<file path="src/hdl/dte_isqrt_pipe.sv">
// Pipelined integer square root of a 64-bit value, one root bit per stage.
// Standalone; used by the top level.
module dte_isqrt_pipe #(
    parameter int S_W = 1
) (
    input  logic           i_clk,
    input  logic           i_rst_n,
    input  logic           i_en,
    input  logic           i_valid,
    input  logic [63:0]    i_val,
    input  logic [S_W-1:0] i_side,
    output logic           o_valid,
    output logic [31:0]    o_root,
    output logic [S_W-1:0] o_side
);

    localparam int N_ST = 32;

    logic           r_v    [N_ST];
    logic [33:0]    r_rem  [N_ST];
    logic [31:0]    r_root [N_ST];
    logic [63:0]    r_rest [N_ST];
    logic [S_W-1:0] r_side [N_ST];

    for (genvar k = 0; k < N_ST; k++) begin : g_stage
        logic           c_v;
        logic [33:0]    c_rem;
        logic [31:0]    c_root;
        logic [63:0]    c_rest;
        logic [S_W-1:0] c_side;
        logic [35:0]    c_t;
        logic [35:0]    c_trial;
        logic           c_ge;

        if (k == 0) begin : g_first
            assign c_v    = i_valid;
            assign c_rem  = '0;
            assign c_root = '0;
            assign c_rest = i_val;
            assign c_side = i_side;
        end else begin : g_next
            assign c_v    = r_v[k-1];
            assign c_rem  = r_rem[k-1];
            assign c_root = r_root[k-1];
            assign c_rest = r_rest[k-1];
            assign c_side = r_side[k-1];
        end

        assign c_t     = {c_rem, c_rest[63:62]};
        assign c_trial = {2'b00, c_root, 2'b01};
        assign c_ge    = c_t >= c_trial;

        always_ff @(posedge i_clk) begin
            if (!i_rst_n) begin
                r_v[k] <= 1'b0;
            end else if (i_en) begin
                r_v[k] <= c_v;
            end
        end

        always_ff @(posedge i_clk) begin
            if (i_en) begin
                r_rem[k]  <= c_ge ? 34'(c_t - c_trial) : c_t[33:0];
                r_root[k] <= {c_root[30:0], c_ge};
                r_rest[k] <= {c_rest[61:0], 2'b00};
                r_side[k] <= c_side;
            end
        end
    end

    assign o_valid = r_v[N_ST-1];
    assign o_root  = r_root[N_ST-1];
    assign o_side  = r_side[N_ST-1];

endmodule

</file>
<file path="config.mk">
export PLATFORM = sky130hd
export DESIGN_NAME = dte_isqrt_pipe
export DESIGN_NICKNAME = d
export VERILOG_FILES = /design/src/hdl/dte_isqrt_pipe.sv
export SDC_FILE = /design/constraint.sdc
export NUM_CORES = 2
export LEC_CHECK = 0
export ABC_CLOCK_PERIOD_IN_PS = 5000
export BUFFER_PORTS_ARGS = -buffer_cell sky130_fd_sc_hd__buf_2
export CORE_MARGIN = 4
export CORE_UTILIZATION = 40
export CTS_CLUSTER_DIAMETER = 60
export CTS_CLUSTER_SIZE = 14
export DETAILED_ROUTE_END_ITERATION = 16
export PLACE_DENSITY = 0.57
export REMOVE_ABC_BUFFERS = 1
export SLEW_MARGIN = 25
export SYNTH_ARGS = -nofsm -noshare
export SYNTH_HDL_FRONTEND = slang
export SYNTH_MEMORY_MAX_BITS = 65536
export SYNTH_SLANG_ARGS = --single-unit
</file>
<file path="constraint.sdc">
create_clock -name i_clk -period 5 [get_ports i_clk]
set_input_delay 0.25 -clock i_clk [delete_from_list [all_inputs] [get_ports i_clk]]
set_output_delay 0.25 -clock i_clk [all_outputs]
set_load 0.1 [all_outputs]
</file>
==> impl_results.md <==
* Outcome: finished, final reports clean
* PortBufs at 102
* Pre-Repair DR Iteration Count at 5
* Clock latency on the worst-skew pair at 0.87 ns
* DIE WIDTH at 553 µm
* Post-synth top area share at 65.4%
* Sequential power share at 48.6%
* Nets@finish at 10000
* Most frequent cell after synthesis: edfxtp_1
* DRC Markers at 0
* Final TNS setup at 0 ns
* Hold EP: r_rest[0][44]$_DFFE_PP_
* Post-cts resize count at 0
* Initial cell density of the core at 40.3%
* Setup bufs post-CTS at 0
* Detailed-route via count at 69700
* Drt total wl at 238 mm
* First-pass GRT wire length at 381 mm
* Htree depth at 5
* Metal2 WL at 114 mm
* Reg2reg start: r_rem[0][318]$_DFFE_PP_
* Worst hold path depth at 2
* Register bit total from synthesis at 2587
* PD cells at 449 nW/µm²
* Post-detail-place hpwl at 169 mm
* Highest Signal Layer: met4
* Overall Global Routing Usage at 15.2%
* Initial antenna violation count at 4
* Placed inst area at 124000 µm²
* Post-synthesis cell area at 119000 µm²
* Core area at 295000 µm²
* Worst r2r dst: r_rem[0][366]$_DFFE_PP_
* Placer Congestion at 0.912
* Max-Cap Viols at 0
* Slew headroom at 29.4%
* Crit path launch type: register
* Worst Max-Slew Pin Slew at 1.06 ns
* Routed Antenna Nets at 0
* Clock power share at 31.9%
* Final critical-path share of the clock period at 83.6%
* Area leader, netlist: edfxtp_1
* Drt wl/cell at 17.7 µm
* Sinks on Clock Net at 2587
* Syn Area/Cell at 13.1 µm²
* Sw Share at 28.0%
* EDFF count, synth at 2586
* Fmax at 239 MHz
* Clk slew on worst S/H paths at 0.06 ns
* Overflow after GRT at 0
* Vias/cell at 5.18
* Hold path start: i_val[44]
* Row cnt at 199
* Post-Synthesis Cells at 9049
* # setup viols final at 0
* R2R Setup Slk at 0.82 ns
* Psw at 0.0168 W
* Top FF cell, synth: edfxtp_1
* Worst Path Arrival at 4.78 ns
* Sequential-to-total area share from yosys stat at 65.4%
* Cts hold-fix bufs at 72
* Wl on met1 at 108 mm
* Worst setup EP type: register
* Combinational power share at 19.6%
* Clk buf depth at 4
* Reg2Reg Depth at 11
* Netlist cell types at 88
* CTS tree: built
* Internal power at 0.0431 W
* Lkg Pwr at 50.6 nW
* VDD IR max at 0.298 mV
* Vias in the first global route at 69500
* Share of cells above drive strength 1 at 7.28%
* CTS Buf Count at 265
* Largest net degree at the start of global routing at 174
* Commonest cells in the synthesized netlist: 2586 x edfxtp_1, 724 x inv_1, 619 x nand2_1
* WP data required at 5.60 ns
* Most area-consuming cells after synthesis: edfxtp_1 65%, ha_1 5.9%, xnor2_1 3.2%, xor2_1 3.1%, a21oi_1 2.4%
* Skew final at 0.0552 ns
* Time the worst path needs with I/O delays and setup at 4.18 ns
* Syn-to-layout area delta at 12.3%
* Final Max Slew Viols at 0
* RSZ-0062 raised after global routing: no
* Total power at 0.0599 W
* Post-layout util at 45.2%
* Die boundary height at 553 µm
* Top Ports at 103
* 1st-iter DRT viols at 4944
* DIE AREA at 306000 µm²
* Crit Path Category: register to register
* Worst Hold Class: input port to register
* Design Area, Final at 133000 µm²
* Asr flop ratio synth at 0%
* Root buffer selected by CTS: clkbuf_16
* Fin. Hold Viols at 0
* Yosys warns at 0
* CP max FO at 25
* Met3 wire length at 9.12 mm
## state kept, by name (all words and copies together), names as in the netlist
signal and flops:
r_root 528, r_rem 1003, r_side 32, r_v 32, r_rest 992
## power by group through the flow
stage	clock, W	combinational, W	sequential [W]
2_1_floorplan	0	0.00856	0.0289
3_3_place_gp	0	0.0114	0.0296
3_5_place_dp	0	0.0116	0.0296
4_1_cts	0.0199	0.0117	0.0291
5_1_grt	0.0207	0.0132	0.0294
6_report	0.0191	0.0117	0.0291
## per-layer routing
metal / up-vias / global-route usage, %
li1: 34100 / -
met4: 0 / 4.94
met2: 1369 / 25.5
met3: 429 / 1.86
met5: - / 0
met1: 33800 / 20.5
## critical path: stages, from the launching register on
cell and delay [ns]:
edfxtp_1 0.44, or4_1 0.59, nor4b_2 0.35, nand2_1 0.21
or4_1 0.54, or3_1 0.37, nor3_1 0.26, and3_1 0.21
buf_4 0.26, nand2b_1 0.41, nor3_1 0.11, xor2_1 0.16
## stage by stage
step	hold slack [ns]	instances	setup WS (ns)
6_report	0.0921	13500	0.818
5_1_grt	0.0451	13500	0.454
4_1_cts	0.000783	13500	0.812
3_5_place_dp	0.405	13000	0.822
3_3_place_gp	0.401	13000	0.785
2_1_floorplan	0.349	8876	-1.21
## kinds of logic after synthesis
family | after synthesis | share of synthesized area, %
flops | 2587 | 65.4
simple gates | 2276 | 9.49
compound gates | 1801 | 9.39
buf+inv | 900 | 2.88
xor+xnor | 852 | 6.28
fa+ha+maj | 562 | 5.92
mux | 70 | 0.648
other cells | 1 | 0.00316
## worst max path at each step
stage / from / end / slack [ns] / cells past startpoint
6_report: r_rem[0][318]$_DFFE_PP_ / r_rem[0][366]$_DFFE_PP_ / 0.82 / 11
3_5_place_dp: r_rem[0][318]$_DFFE_PP_ / r_rem[0][366]$_DFFE_PP_ / 0.82 / 11
3_3_place_gp: r_rem[0][319]$_DFFE_PP_ / r_rem[0][356]$_DFFE_PP_ / 0.78 / 11
4_1_cts: r_rem[0][318]$_DFFE_PP_ / r_rem[0][362]$_DFFE_PP_ / 0.81 / 11
2_1_floorplan: r_rem[1][102]$_DFFE_PP_ / r_rem[1][165]$_DFFE_PP_ / -1.21 / 11
5_1_grt: r_rem[0][318]$_DFFE_PP_ / r_rem[0][360]$_DFFE_PP_ / 0.45 / 11
## cells in the final DEF, fill, tap and decap left out, drive strengths merged, types with 31 or more instances in the layout
cell and instances:
edfxtp 2586, inv 753, nand2 619, a21oi 564
ha 562, nor2 515, o21ai 485, xnor2 434
xor2 418, clkbuf 301, a21o 245, nor3 215
buf 182, nand3 126, nand2b 122, nand4 101
nor4 101, o21a 89, and3 88, or3 87
nor2b 80, dlygate4sd3 72, or4 62, mux2 55
clkinv 52, a31oi 51, o31ai 50, o21bai 47
or2 44, a211oi 38, and2 34, o211ai 31
## cell type report
type | count | area, µm²
repair buffers | 254 | 2120
inverters | 727 | 2730
multi-input cells | 5562 | 37800
well taps | 3919 | 4900
fillers | 26300 | 161000
clock inverters | 108 | 1170
diodes | 1 | 2.50
clock buffers | 301 | 7010
flip-flops and latches | 2587 | 77700
Note: power is estimated with default switching activity, not from simulation.
