File: src/hdl/dte_udiv_pipe.sv
// Pipelined restoring divider, one quotient bit per stage.
// Expects the starting remainder below the divisor. Does not use dte_pkg.
module dte_udiv_pipe #(
    parameter int Q_W = 32,
    parameter int D_W = 24,
    parameter int S_W = 1
) (
    input  logic           i_clk,
    input  logic           i_rst_n,
    input  logic           i_en,
    input  logic           i_valid,
    input  logic [D_W-1:0] i_rem,
    input  logic [Q_W-1:0] i_num,
    input  logic [D_W-1:0] i_div,
    input  logic [S_W-1:0] i_side,
    output logic           o_valid,
    output logic [Q_W-1:0] o_quo,
    output logic [S_W-1:0] o_side
);

    logic           r_v    [Q_W];
    logic [D_W-1:0] r_rem  [Q_W];
    logic [Q_W-1:0] r_num  [Q_W];
    logic [D_W-1:0] r_div  [Q_W];
    logic [S_W-1:0] r_side [Q_W];

    for (genvar k = 0; k < Q_W; k++) begin : g_stage
        logic           c_v;
        logic [D_W-1:0] c_rem;
        logic [Q_W-1:0] c_num;
        logic [D_W-1:0] c_div;
        logic [S_W-1:0] c_side;
        logic [D_W:0]   c_t;
        logic           c_ge;
        logic [D_W-1:0] n_rem;

        if (k == 0) begin : g_first
            assign c_v    = i_valid;
            assign c_rem  = i_rem;
            assign c_num  = i_num;
            assign c_div  = i_div;
            assign c_side = i_side;
        end else begin : g_next
            assign c_v    = r_v[k-1];
            assign c_rem  = r_rem[k-1];
            assign c_num  = r_num[k-1];
            assign c_div  = r_div[k-1];
            assign c_side = r_side[k-1];
        end

        assign c_t   = {c_rem, c_num[Q_W-1]};
        assign c_ge  = c_t >= {1'b0, c_div};
        assign n_rem = c_ge ? D_W'(c_t - {1'b0, c_div}) : c_t[D_W-1:0];

        always_ff @(posedge i_clk) begin
            if (!i_rst_n) begin
                r_v[k] <= 1'b0;
            end else if (i_en) begin
                r_v[k] <= c_v;
            end
        end

        always_ff @(posedge i_clk) begin
            if (i_en) begin
                r_rem[k]  <= n_rem;
                r_num[k]  <= {c_num[Q_W-2:0], c_ge};
                r_div[k]  <= c_div;
                r_side[k] <= c_side;
            end
        end
    end

    assign o_valid = r_v[Q_W-1];
    assign o_quo   = r_num[Q_W-1];
    assign o_side  = r_side[Q_W-1];

endmodule

File: config.mk
export PLATFORM = sky130hd
export DESIGN_NAME = dte_udiv_pipe
export DESIGN_NICKNAME = d
export VERILOG_FILES = /design/src/hdl/dte_udiv_pipe.sv
export SDC_FILE = /design/constraint.sdc
export NUM_CORES = 2
export LEC_CHECK = 0
export BUFFER_PORTS_ARGS = -buffer_cell sky130_fd_sc_hd__buf_2
export CORE_AREA = 2 2 529 478
export DETAILED_ROUTE_END_ITERATION = 6
export DIE_AREA = 0 0 531 480
export PLACE_DENSITY_LB_ADDON = 0.1
export SETUP_SLACK_MARGIN = 0.05
export SLEW_MARGIN = 20
export SYNTH_ARGS = -nofsm -noshare
export SYNTH_HDL_FRONTEND = slang
export SYNTH_SLANG_ARGS = --single-unit
File: constraint.sdc
create_clock -name i_clk -period 7.8 [get_ports i_clk]
set_input_delay 0.39 -clock i_clk [delete_from_list [all_inputs] [get_ports i_clk]]
set_output_delay 0.39 -clock i_clk [all_outputs]
set_load 0.05 [all_outputs]
==> metrics <==
status complete, no violations; Max Clk Rate between 0.2 and 0.25 GHz; clk sink count 2576; hpwl dp 187 mm; Leak 55.3 nW; Starting Density 0.498; final worst slack 3730 ps; r2r endpoint r_rem[1][194]; drt pass-1 iters 6; compound-cell area share of the yosys netlist 0.111; Post-Syn Nets 10.4k; IO Pins 119; Skew-Pair Late Insertion Delay 860 ps; GR Util All Layers 0.203; CTS buffer count about 290; drt total wl 260 mm; Reg clk slew, reported paths roughly 60 ps; port bufs ~120; P&R area growth vs syn 12.0%; Final #Nets 10.8k; ranking of synthesized cells by area edfxtp_1, ha_1, inv_1; Setup CP Type reg -> reg; worst slew pin tran 1040 ps; grt ovf 0; CTS tree done; num rows 174; register area share after synthesis 0.623; mux cell area share after synthesis 0.0348; Critical Path Fanout Max 25; Combinational Power Share 0.382; NetSw 19.4 mW; worst hold path depth 1; final hold vios 0; Critical Path RT 8360 ps; VDD IR max 0.186 mV; Mapped Cells 9517; top_reg_cell synth edfxtp_1; Bufs and invs on worst path 1; minimum clock period roughly 4100 ps; cell taking the most area after synthesis edfxtp_1; Slowest cell on crit path a21oi_4; H-tree levels 5; Tcrit/Tclk final 0.522; vias in the first global route 72.7k; CP Cell Sequence inv_1 -> ha_1 -> nor2b_1 -> o31a_1 -> o31a_1 -> nor3_2 -> o211a_1 -> o31ai_2 -> nand2b_1 -> a31o_2 -> a21oi_4 -> mux2_1; WL per Instance 19.3 um; PwrDens 406 nW/um2; routed vias 73.7k; main combinational cell family by area after synthesis compound AO/OA/AOI/OAI gates; RePlAce Congestion 0.901; Ys Warns 0; clock share of power 0.240; root cell of the clock tree clkbuf_16; Int Pwr 37.1 mW; post-CTS sizing 0; count of flip-flops with a built-in enable after synthesis ~2.6k; worst reg2reg setup slack 3730 ps; post-synthesis simple-gate area fraction 0.0724; Worst R2R Path Depth 12; setup TNS 0 ps; asr flop ratio synth 0; Die ar. between 200000 and 300000 um2; Synth Area per Inst about 13 um2; Slew Viols, Final 0; Adder-Cell Fraction of Synth Area 0.0824; Routed Antenna Nets 0; Min-Delay Startpoint i_en; Die Wd around 530 um; pre-CTS setup slack between 3000 and 4000 ps; CP max stage delay 760 ps; headroom to the max-slew limit 0.305; number of max-cap violations 0; Power Total roughly 57 mW; count of final setup violators 0; first-pass GRT wire length between 400 and 500 mm; Top cell by count, worst path o31a_1; largest net degree at the start of global routing 181; die height 480 um; hold crit path type in -> reg; Max Root-Sink Buffers 4; clock skew about 56 ps; RSZ-0062 raised after global routing false; Yosys cell types ~100; drc violations 0; Sw Ratio 0.344; Core ar. 249000 um2; share of cells above drive strength 1 0.0763; post-synth top area share 0.623; Post-Synth XOR/XNOR Area 0.0418; antenna violations before repair 1; Yosys reg bits 2576; Worst Setup Start Kind register; Arr. time, crit path 4630 ps; reg2reg start r_div[1][169]; Crit path max-delay family compound AO/OA/AOI/OAI gates; CP Capture Type register; Iteration-0 DRC Markers 5785; drt via density 5.47; Reg power frac 0.379; WHS Endpoint r_num[0][2]; post-synthesis instance area 124000 um2
-- sequential cells by signal (all words and copies together), names as in the netlist --
signal  cells
r_div     744
r_num    1024
r_rem     744
r_side     32
r_v        32
-- final cells by class --
class	instances	area, um2
inverters	940	3530
clock inverters	170	1950
repair buffers	258	1990
clock buffers	339	7460
diodes	1	2.50
multi-input cells	5840	42600
well taps	3344	4180
flip-flops and latches	2576	77300
fillers	20432	110000
-- layer usage --
| layer | vias to the layer above | global-route usage | wire length (um) |
|---|---|---|---|
| met4 | 0 | 0.0622 | 7760 |
| met3 | 452 | 0.0240 | 10700 |
| met5 | - | 0 | 0 |
| met2 | 1598 | 0.332 | 122000 |
| li1 | 35973 | - | - |
| met1 | 35649 | 0.285 | 120000 |
-- what timing repair did --
item	4_1_cts	5_1_grt
buffers inserted	0	0
hold buffers	82	0
endpoints found under the hold margin	82	0
setup endpoints to repair	0	0
-- Yosys cell counts, types with 12 or more instances --
library cell and count:
a21oi_1 686, buf_2 47, or3_1 36, ha_1 768, nor2b_1 132, a21o_1 340, o21a_1 114, inv_1 929
o21bai_1 62, nor2_1 530, nand3_1 134, mux2_1 243, nand2b_1 102, mux2i_1 36, nand2_1 512, mux2_4 37
o31a_1 42, a211o_1 27, nor3b_1 13, nand4_1 106, edfxtp_1 2575, xnor2_1 354, buf_6 12, fa_1 31
o31ai_1 30, a21boi_0 17, xor2_1 239, and2_1 13, a31oi_1 83, o21ai_0 379, nor3_1 102, clkbuf_1 96
or2_2 27, mux2_2 60, nand3b_1 12, a211oi_1 60, o21ai_1 133, a2111oi_0 14, and3_1 96, nor4_1 29
o211ai_1 28
-- power by group through the flow --
stage	logic (mW)	clock network, mW	registers, mW
floorplan	16.8	0	20.6
global placement	21.0	0	21.7
detailed placement	21.3	0	21.7
CTS	21.5	14.0	21.5
global route	24.1	14.5	21.7
finish	21.6	13.5	21.4
-- cells in the final DEF (no fill, tap or decap), types with 52 or more instances in the layout --
cell and n:
a211oi_1 60, a21o_1 340, a21oi_1 686, a31oi_1 82, and3_1 96, buf_2 117, clkbuf_16 291, clkinv_1 52
dlygate4sd3_1 82, edfxtp_1 2575, ha_1 768, inv_1 929, mux2_1 243, mux2_2 60, nand2_1 512, nand2b_1 102
nand3_1 134, nand4_1 106, nor2_1 530, nor2b_1 132, nor3_1 102, o21a_1 114, o21ai_0 379, o21ai_1 131
o21bai_1 62, xnor2_1 354, xor2_1 239
-- kinds of logic after synthesis --
| kind of cell | count (synthesis) |
|---|---|
| multiplexers | 376 |
| flip-flops | 2576 |
| adder cells (fa/ha/maj) | 799 |
| buffers and inverters | 1101 |
| AO/OA/AOI/OAI | 2186 |
| AND/OR/NAND/NOR | 1886 |
| XOR/XNOR | 593 |
-- through the flow --
stage          hold slack, ps  instance area (um2)  utilization  cells
2_1_floorplan             400               124000            -   9517
3_3_place_gp              400               129000        0.517  12875
6_report                 10.9               139000        0.558  13468
4_1_cts                  24.3               139000        0.558  13466
5_1_grt                  51.0               139000        0.558  13468
3_5_place_dp              405               129000        0.517  12875
-- worst max-delay path by stage --
stage	from	end	slack, ps	cells after the start
after detailed placement	r_div[1][169]	r_rem[1][194]	3790	12
final	r_div[1][169]	r_rem[1][194]	3730	12
after global placement	r_div[1][193]	r_rem[1][218]	3690	12
after CTS	r_div[1][169]	r_rem[1][194]	3730	12
after global routing	r_div[0][97]	r_rem[0][122]	3440	11
after floorplan	r_div[1][169]	r_rem[1][209]	4550	13
(Power assumes the default switching activity.)
